--- src/rtl/mutation_pair_cooccurrence_chisq_defines.svh ---
// Assertion macros shared by the co-occurrence counter RTL
`ifndef MUTATION_PAIR_COOCCURRENCE_CHISQ_DEFINES_SVH
`define MUTATION_PAIR_COOCCURRENCE_CHISQ_DEFINES_SVH

// Condition that must hold at every clock edge out of reset
`define MPCC_ASSERT_ALWAYS(lbl, cond, msg) \
    lbl: assert property (@(posedge clk) disable iff (!rst_n) (cond)) \
        else $error(msg);

// Same-cycle implication
`define MPCC_ASSERT_IMP(lbl, ante, cons, msg) \
    lbl: assert property (@(posedge clk) disable iff (!rst_n) (ante) |-> (cons)) \
        else $error(msg);

`endif

--- src/rtl/mpcc_pkg.sv ---
// Package: shared types and constants of the co-occurrence counter
`default_nettype none
package mpcc_pkg;

    // Field widths fixed by the channel definitions
    localparam int SYM_BITS      = 8;
    localparam int MUTS_BITS     = 16;
    localparam int QIDX_BITS     = 8;
    localparam int OUT_BITS      = 20;
    localparam int SEQ_LEN_BITS  = 9;
    localparam int MAX_READ_BITS = 20;
    localparam int THR_BITS      = 8;
    localparam int SEEN_BITS     = 21;
    localparam int CFG_IDX_BITS  = 2;
    localparam int CFG_DATA_BITS = 20;

    // Register indexes
    localparam logic [CFG_IDX_BITS-1:0] CFG_SEQ_LENGTH    = 2'd0;
    localparam logic [CFG_IDX_BITS-1:0] CFG_MAX_READS     = 2'd1;
    localparam logic [CFG_IDX_BITS-1:0] CFG_CHI_THRESHOLD = 2'd2;

    // Register reset values
    localparam logic [SEQ_LEN_BITS-1:0]  SEQ_LENGTH_RST    = 9'd256;
    localparam logic [MAX_READ_BITS-1:0] MAX_READS_RST     = 20'hFFFFF;
    localparam logic [THR_BITS-1:0]      CHI_THRESHOLD_RST = 8'd20;

    // Mutated base codes
    localparam logic [SYM_BITS-1:0] SYM_A = 8'h41;
    localparam logic [SYM_BITS-1:0] SYM_T = 8'h54;
    localparam logic [SYM_BITS-1:0] SYM_C = 8'h43;
    localparam logic [SYM_BITS-1:0] SYM_G = 8'h47;

    // Five percent cutoff: 20 * mutations must stay below the length
    localparam logic [SEEN_BITS-1:0] MUT_RATIO = 21'd20;

    // Function codes
    localparam logic FUNC_SYMBOL = 1'b0;
    localparam logic FUNC_QUERY  = 1'b1;

    // Main controller states
    typedef enum logic [2:0] {
        ST_CLEAR,
        ST_IDLE,
        ST_SCAN,
        ST_QWAIT,
        ST_CHI,
        ST_HOLD
    } mpcc_state_t;

    // Chi-square sequencer states
    typedef enum logic [3:0] {
        CH_IDLE,
        CH_AD,
        CH_BC,
        CH_DD,
        CH_DF,
        CH_SQ,
        CH_LHS,
        CH_P1,
        CH_P2,
        CH_DIM,
        CH_RHS
    } mpcc_chi_state_t;

    // Test outcome flags
    typedef struct packed {
        logic significant;
        logic zero_margin;
    } mpcc_flags_t;

endpackage
`default_nettype wire

--- src/rtl/mpcc_mul.sv ---
// Shift-and-add multiplier, one multiplier bit per cycle
`default_nettype none
module mpcc_mul #(
    parameter int A_BITS = 114,
    parameter int B_BITS = 42
) (
    input  wire logic              clk,
    input  wire logic              rst_n,
    input  wire logic              start,
    input  wire logic [A_BITS-1:0] op_a,
    input  wire logic [B_BITS-1:0] op_b,
    output logic                   done,
    output logic      [A_BITS-1:0] product
);

    localparam int CW = $clog2(B_BITS + 1);

    logic [A_BITS-1:0] a_reg, a_next;
    logic [B_BITS-1:0] b_reg, b_next;
    logic [A_BITS-1:0] acc_reg, acc_next;
    logic [CW-1:0]     cnt_reg, cnt_next;
    logic              busy_reg, busy_next;
    logic              done_reg, done_next;

    // Control registers
    always_ff @(posedge clk or negedge rst_n)
    begin
        if (!rst_n)
        begin
            busy_reg <= 1'b0;
            done_reg <= 1'b0;
            cnt_reg  <= '0;
        end
        else
        begin
            busy_reg <= busy_next;
            done_reg <= done_next;
            cnt_reg  <= cnt_next;
        end
    end

    // Operand and accumulator registers
    always_ff @(posedge clk)
    begin
        a_reg   <= a_next;
        b_reg   <= b_next;
        acc_reg <= acc_next;
    end

    // One partial product added per cycle
    always_comb
    begin
        a_next    = a_reg;
        b_next    = b_reg;
        acc_next  = acc_reg;
        cnt_next  = cnt_reg;
        busy_next = busy_reg;
        done_next = 1'b0;
        if (busy_reg)
        begin
            acc_next = acc_reg + (b_reg[0] ? a_reg : '0);
            a_next   = a_reg << 1;
            b_next   = b_reg >> 1;
            cnt_next = cnt_reg - CW'(1);
            if (cnt_reg == CW'(1))
            begin
                busy_next = 1'b0;
                done_next = 1'b1;
            end
        end
        else if (start)
        begin
            a_next    = op_a;
            b_next    = op_b;
            acc_next  = '0;
            cnt_next  = CW'(B_BITS);
            busy_next = 1'b1;
        end
    end

    assign done    = done_reg;
    assign product = acc_reg;

endmodule
`default_nettype wire

--- src/rtl/mpcc_chisq.sv ---
// Yates chi-square test of one 2x2 table, sequenced over the shared multiplier
`default_nettype none
module mpcc_chisq #(
    parameter int COUNT_BITS = 20
) (
    input  wire logic                     clk,
    input  wire logic                     rst_n,
    input  wire logic                     start,
    input  wire logic [COUNT_BITS-1:0]    cnt_a,
    input  wire logic [COUNT_BITS-1:0]    cnt_b,
    input  wire logic [COUNT_BITS-1:0]    cnt_c,
    input  wire logic [COUNT_BITS-1:0]    cnt_d,
    input  wire logic [mpcc_pkg::THR_BITS-1:0] threshold,
    output logic                          done,
    output mpcc_pkg::mpcc_flags_t         flags
);
    import mpcc_pkg::*;

    localparam int CB  = COUNT_BITS;
    localparam int BW  = 2 * CB + 2;
    localparam int PWD = 5 * CB + 14;

    mpcc_chi_state_t   state_reg, state_next;
    logic              issued_reg, issued_next;
    logic              done_reg, done_next;
    mpcc_flags_t       flags_reg, flags_next;

    logic [CB-1:0]       a_reg, b_reg, c_reg, d_reg;
    logic [CB-1:0]       a_next, b_next, c_next, d_next;
    logic [THR_BITS-1:0] thr_reg, thr_next;
    logic [CB+1:0]       n_reg, n_next;
    logic [2*CB-1:0]     ad_reg, ad_next, bc_reg, bc_next;
    logic [2*CB:0]       dd2_reg, dd2_next;
    logic [BW-1:0]       df_reg, df_next;
    logic [PWD-1:0]      sq_reg, sq_next, lhs_reg, lhs_next, dim_reg, dim_next;
    logic [BW-1:0]       p1_reg, p1_next, p2_reg, p2_next;

    logic [CB:0]         m1, m2, m3, m4;
    logic [2*CB-1:0]     dd;
    logic                mul_start, mul_done;
    logic [PWD-1:0]      mul_a, mul_product;
    logic [BW-1:0]       mul_b;

    mpcc_mul #(
        .A_BITS (PWD),
        .B_BITS (BW)
    ) u_mul (
        .clk     (clk),
        .rst_n   (rst_n),
        .start   (mul_start),
        .op_a    (mul_a),
        .op_b    (mul_b),
        .done    (mul_done),
        .product (mul_product)
    );

    // Marginal sums
    assign m1 = {1'b0, a_reg} + {1'b0, b_reg};
    assign m2 = {1'b0, c_reg} + {1'b0, d_reg};
    assign m3 = {1'b0, a_reg} + {1'b0, c_reg};
    assign m4 = {1'b0, b_reg} + {1'b0, d_reg};
    assign dd = (ad_reg >= bc_reg) ? (ad_reg - bc_reg) : (bc_reg - ad_reg);

    // Control registers
    always_ff @(posedge clk or negedge rst_n)
    begin
        if (!rst_n)
        begin
            state_reg  <= CH_IDLE;
            issued_reg <= 1'b0;
            done_reg   <= 1'b0;
            flags_reg  <= '0;
        end
        else
        begin
            state_reg  <= state_next;
            issued_reg <= issued_next;
            done_reg   <= done_next;
            flags_reg  <= flags_next;
        end
    end

    // Datapath registers
    always_ff @(posedge clk)
    begin
        a_reg   <= a_next;
        b_reg   <= b_next;
        c_reg   <= c_next;
        d_reg   <= d_next;
        thr_reg <= thr_next;
        n_reg   <= n_next;
        ad_reg  <= ad_next;
        bc_reg  <= bc_next;
        dd2_reg <= dd2_next;
        df_reg  <= df_next;
        sq_reg  <= sq_next;
        lhs_reg <= lhs_next;
        p1_reg  <= p1_next;
        p2_reg  <= p2_next;
        dim_reg <= dim_next;
    end

    // Sequencer: one multiply per state except CH_DD and CH_DF, issued once and awaited
    always_comb
    begin
        state_next  = state_reg;
        issued_next = issued_reg;
        done_next   = 1'b0;
        flags_next  = flags_reg;
        a_next      = a_reg;
        b_next      = b_reg;
        c_next      = c_reg;
        d_next      = d_reg;
        thr_next    = thr_reg;
        n_next      = n_reg;
        ad_next     = ad_reg;
        bc_next     = bc_reg;
        dd2_next    = dd2_reg;
        df_next     = df_reg;
        sq_next     = sq_reg;
        lhs_next    = lhs_reg;
        p1_next     = p1_reg;
        p2_next     = p2_reg;
        dim_next    = dim_reg;
        mul_a       = '0;
        mul_b       = '0;
        mul_start   = 1'b0;

        case (state_reg)
            CH_IDLE:
            begin
                if (start)
                begin
                    a_next   = cnt_a;
                    b_next   = cnt_b;
                    c_next   = cnt_c;
                    d_next   = cnt_d;
                    thr_next = threshold;
                    n_next   = (CB+2)'(cnt_a) + (CB+2)'(cnt_b)
                             + (CB+2)'(cnt_c) + (CB+2)'(cnt_d);
                    // Any empty margin: no test
                    if ((cnt_a == '0 && cnt_b == '0) || (cnt_c == '0 && cnt_d == '0) ||
                        (cnt_a == '0 && cnt_c == '0) || (cnt_b == '0 && cnt_d == '0))
                    begin
                        flags_next.significant = 1'b0;
                        flags_next.zero_margin = 1'b1;
                        done_next              = 1'b1;
                    end
                    else
                    begin
                        issued_next = 1'b0;
                        state_next  = CH_AD;
                    end
                end
            end
            CH_AD:
            begin
                mul_a = PWD'(a_reg);
                mul_b = BW'(d_reg);
            end
            CH_BC:
            begin
                mul_a = PWD'(b_reg);
                mul_b = BW'(c_reg);
            end
            CH_DD:
            begin
                dd2_next   = {dd, 1'b0};
                state_next = CH_DF;
            end
            CH_DF:
            begin
                if (dd2_reg >= (2*CB+1)'(n_reg))
                begin
                    df_next = BW'(dd2_reg - (2*CB+1)'(n_reg));
                end
                else
                begin
                    df_next = BW'((2*CB+1)'(n_reg) - dd2_reg);
                end
                issued_next = 1'b0;
                state_next  = CH_SQ;
            end
            CH_SQ:
            begin
                mul_a = PWD'(df_reg);
                mul_b = df_reg;
            end
            CH_LHS:
            begin
                mul_a = sq_reg;
                mul_b = BW'(n_reg);
            end
            CH_P1:
            begin
                mul_a = PWD'(m1);
                mul_b = BW'(m2);
            end
            CH_P2:
            begin
                mul_a = PWD'(m3);
                mul_b = BW'(m4);
            end
            CH_DIM:
            begin
                mul_a = PWD'(p1_reg);
                mul_b = p2_reg;
            end
            CH_RHS:
            begin
                mul_a = dim_reg;
                mul_b = BW'({thr_reg, 2'b00});
            end
            default:
            begin
                state_next = CH_IDLE;
            end
        endcase

        // Multiply issue and completion
        if (state_reg != CH_IDLE && state_reg != CH_DD && state_reg != CH_DF)
        begin
            if (!issued_reg)
            begin
                mul_start   = 1'b1;
                issued_next = 1'b1;
            end
            else if (mul_done)
            begin
                issued_next = 1'b0;
                case (state_reg)
                    CH_AD:
                    begin
                        ad_next    = mul_product[2*CB-1:0];
                        state_next = CH_BC;
                    end
                    CH_BC:
                    begin
                        bc_next    = mul_product[2*CB-1:0];
                        state_next = CH_DD;
                    end
                    CH_SQ:
                    begin
                        sq_next    = mul_product;
                        state_next = CH_LHS;
                    end
                    CH_LHS:
                    begin
                        lhs_next   = mul_product;
                        state_next = CH_P1;
                    end
                    CH_P1:
                    begin
                        p1_next    = mul_product[BW-1:0];
                        state_next = CH_P2;
                    end
                    CH_P2:
                    begin
                        p2_next    = mul_product[BW-1:0];
                        state_next = CH_DIM;
                    end
                    CH_DIM:
                    begin
                        dim_next   = mul_product;
                        state_next = CH_RHS;
                    end
                    CH_RHS:
                    begin
                        flags_next.significant = (lhs_reg > mul_product);
                        flags_next.zero_margin = 1'b0;
                        done_next              = 1'b1;
                        state_next             = CH_IDLE;
                    end
                    default:
                    begin
                        state_next = CH_IDLE;
                    end
                endcase
            end
        end
    end

    assign done  = done_reg;
    assign flags = flags_reg;

endmodule
`default_nettype wire

--- config.mk ---
export PLATFORM = sky130hd
export DESIGN_NAME = mpcc_chisq
export DESIGN_NICKNAME = d
export VERILOG_FILES = /design/src/rtl/mutation_pair_cooccurrence_chisq_defines.svh /design/src/rtl/mpcc_pkg.sv /design/src/rtl/mpcc_mul.sv /design/src/rtl/mpcc_chisq.sv
export SDC_FILE = /design/constraint.sdc
export NUM_CORES = 2
export LEC_CHECK = 0
export BUFFER_PORTS_ARGS = -buffer_cell sky130_fd_sc_hd__buf_2
export CORE_MARGIN = 8
export CORE_UTILIZATION = 40
export DETAILED_ROUTE_END_ITERATION = 10
export PLACE_DENSITY_LB_ADDON = 0.08
export SLEW_MARGIN = 15
export SYNTH_ARGS = -nofsm -noshare
export SYNTH_HDL_FRONTEND = slang
export SYNTH_SLANG_ARGS = --single-unit
export TNS_END_PERCENT = 20
--- constraint.sdc ---
create_clock -name clk -period 12.53 [get_ports clk]
set_input_delay 2.506 -clock clk [delete_from_list [all_inputs] [get_ports clk]]
set_output_delay 2.506 -clock clk [all_outputs]
set_load 0.005 [all_outputs]
==> results.json <==
{
  "wire_per_inst_um": 24.8,
  "drt_iter0_markers": 3953,
  "core_um2": 142000,
  "drive_gt1_share_pct": 8.08,
  "ctsLongestPathBuffers": 3,
  "met3_usage_pct": 3.22,
  "die_w_um": 394,
  "drt_pass1_iterations": 7,
  "clock-sinks": 984,
  "synth_edf_count": 966,
  "rsz0062_at_grt": "no",
  "die_y_um": 394,
  "start_util_pct": 40.4,
  "grt_pass1_wl_um": 268000,
  "gp_congestion": 0.910,
  "pre_cts_ws_ns": 5.97,
  "vdd.ir_drop.worst_mv": 0.106,
  "crit_path_start_kind": "primary input",
  "met1_usage_pct": 33.0,
  "p_leak_nw": 22.7,
  "path_class": "in -> reg",
  "period_needed_ns": 5.89,
  "timing.fmax_mhz": 170,
  "ys_seq_area_share_pct": 51.5,
  "wirelength_um": 179000,
  "synth_seq_cells": 984,
  "ys_types": 92,
  "insertion_delay_ns": 0.75,
  "final_common_cell": "edfxtp_1",
  "hpwl_um": 129000,
  "finClkSkew_ns": 0.0331,
  "finalCritPeriodShare_pct": 47.0,
  "endpoint_kind": "flip-flop",
  "met2_usage_pct": 34.3,
  "path_max_fanout": 3,
  "netlist_area_um2": 57200,
  "hold_violations": 0,
  "nets": 5785,
  "drtAntennaViolNets": 0,
  "antenna_found_initial": 4,
  "p_per_area_nw_per_um2": 113,
  "post_cts_buffers": 0,
  "synth.avg_cell_area_um2": 11.0,
  "slew_headroom_pct": 30.0,
  "die_area_um2": 155000,
  "viasPerCell": 5.83,
  "hold-worst-slack_ns": 0.474,
  "setup-tns-final_ns": 0,
  "holdBufCountCts": 0,
  "status": "complete, no violations",
  "cap_violations": 0,
  "syn_nets": 5759,
  "dp.cells": 7008,
  "numCtsBuffers": 114,
  "arrival_ns": 6.36,
  "slew_viol_final": 0,
  "top_usage_layer": "met2",
  "min_path_type": "reg -> reg",
  "finalSetupViolations": 0,
  "area_growth_pct": 10.7,
  "critical_path_required_ns": 13.00,
  "clk_pin_slew_ns": 0.06,
  "drc": 0,
  "synth_warnings": 0,
  "grtUsageTotal_pct": 22.2,
  "num_rows": 138,
  "pin_count": 94,
  "instances_no_fill": 7224,
  "most-common-layout-cells": "edfxtp_1, nand2_1, ha_1",
  "grt_max_degree": 114,
  "cts-resized-gates": 0,
  "grt_pass1_vias": 41300,
  "vias": 42100,
  "synthArstFlopShare_pct": 1.63,
  "port_buffers": 93,
  "htree_levels": 3,
  "worst_pin_slew_ns": 1.04,
  "grt.overflow.total": 0,
  "syn_inst": 5209,
  "synthFlopType": "edfxtp_1",
  "cts_tree": "built",
  "cts-root-buf": "clkbuf_16",
  "nFillCells": 13300,
  "fin_ws_ns": 6.64
}
-- routing by layer --
| metal | vias to the layer above | routed length (um) |
|---|---|---|
| li1 | 19700 | - |
| met1 | 21000 | 86500 |
| met3 | 231 | 9570 |
| met4 | 2 | 4030 |
| met5 | - | 11 |
| met2 | 1171 | 79100 |
-- power by group --
part / internal [mW] / switching [mW]
sequential: 3.58 / 0
combinational: 0.112 / 0.141
clock: 1.91 / 1.43
-- per-stage QoR --
step                cell area, um^2  utilization [%]  total power [mW]
CTS                           63300             44.7              7.26
floorplan                     57200                -              3.82
global placement              59600             42.1              3.90
finish                        63300             44.7              7.18
global route                  63300             44.7              7.40
detailed placement            59600             42.1              3.90
-- kinds of logic after synthesis --
kind of cell	Yosys count	synth area share [%]
AO/OA/AOI/OAI	1602	18.2
XOR/XNOR	208	3.18
adder cells (fa/ha/maj)	459	10.7
buffers and inverters	549	3.67
flip-flops	984	51.5
multiplexers	93	1.74
AND/OR/NAND/NOR	1314	11.1
-- final timing paths --
kind	to	startpoint	depth (start not counted)	slack [ns]
hold / removal	u_mul.b_reg[41]	u_mul.b_reg[41]	2	0.47
setup / recovery	n_reg[21]	cnt_a[1]	16	6.64
setup reg to reg	u_mul.b_reg[17]	state_reg[3]	15	6.87
max in group asynchronous	u_mul.busy_reg	rst_n	1	10.53
hold reg to reg	u_mul.b_reg[41]	u_mul.b_reg[41]	2	0.47
min in group asynchronous	done	rst_n	1	1.68
-- cells in the mapped netlist (37+ instances only) --
library cell	n	area share (%)
ha_1	412	9.0
inv_1	317	2.1
o21bai_1	62	0.81
mux2i_1	41	0.72
a31oi_1	37	0.40
nand4_1	107	1.2
edfxtp_1	966	51
nor2_1	305	2.0
nand3_1	65	0.57
and2_1	123	1.3
o21a_1	47	0.62
nand2b_1	46	0.50
xor2_1	83	1.3
nor3_1	78	0.68
a21oi_1	410	3.6
a22oi_1	219	2.9
a21o_1	187	2.5
xnor2_1	125	1.9
mux2_2	51	1.0
fa_1	47	1.6
clkbuf_1	195	1.3
o21ai_0	329	2.9
nand2_1	420	2.8
-- cell type report --
| class | instances | area [um^2] | share of cell area [%] |
|---|---|---|---|
| multi-input cells | 3676 | 25800 | 40.7 |
| clock inverters | 75 | 718 | 1.13 |
| inverters | 318 | 1200 | 1.90 |
| clock buffers | 138 | 2970 | 4.69 |
| flip-flops and latches | 984 | 29500 | 46.5 |
| repair buffers | 141 | 833 | 1.32 |
| diodes | 2 | 5.00 | 0.00790 |
| well taps | 1890 | 2360 | 3.73 |
-- worst max-delay path, stage by stage --
cell      delay [ns]
buf_2           0.12
fa_1            0.56
fa_1            0.42
ha_1            0.22
inv_1           0.07
fa_1            0.22
nor2b_1         0.07
o21a_1          0.18
o21ai_0         0.30
a31oi_1         0.19
o21a_1          0.22
o21a_1          0.18
o21ai_0         0.27
a21oi_1         0.22
a211oi_1        0.43
o21ai_0         0.17
(Power assumes the default switching activity.)
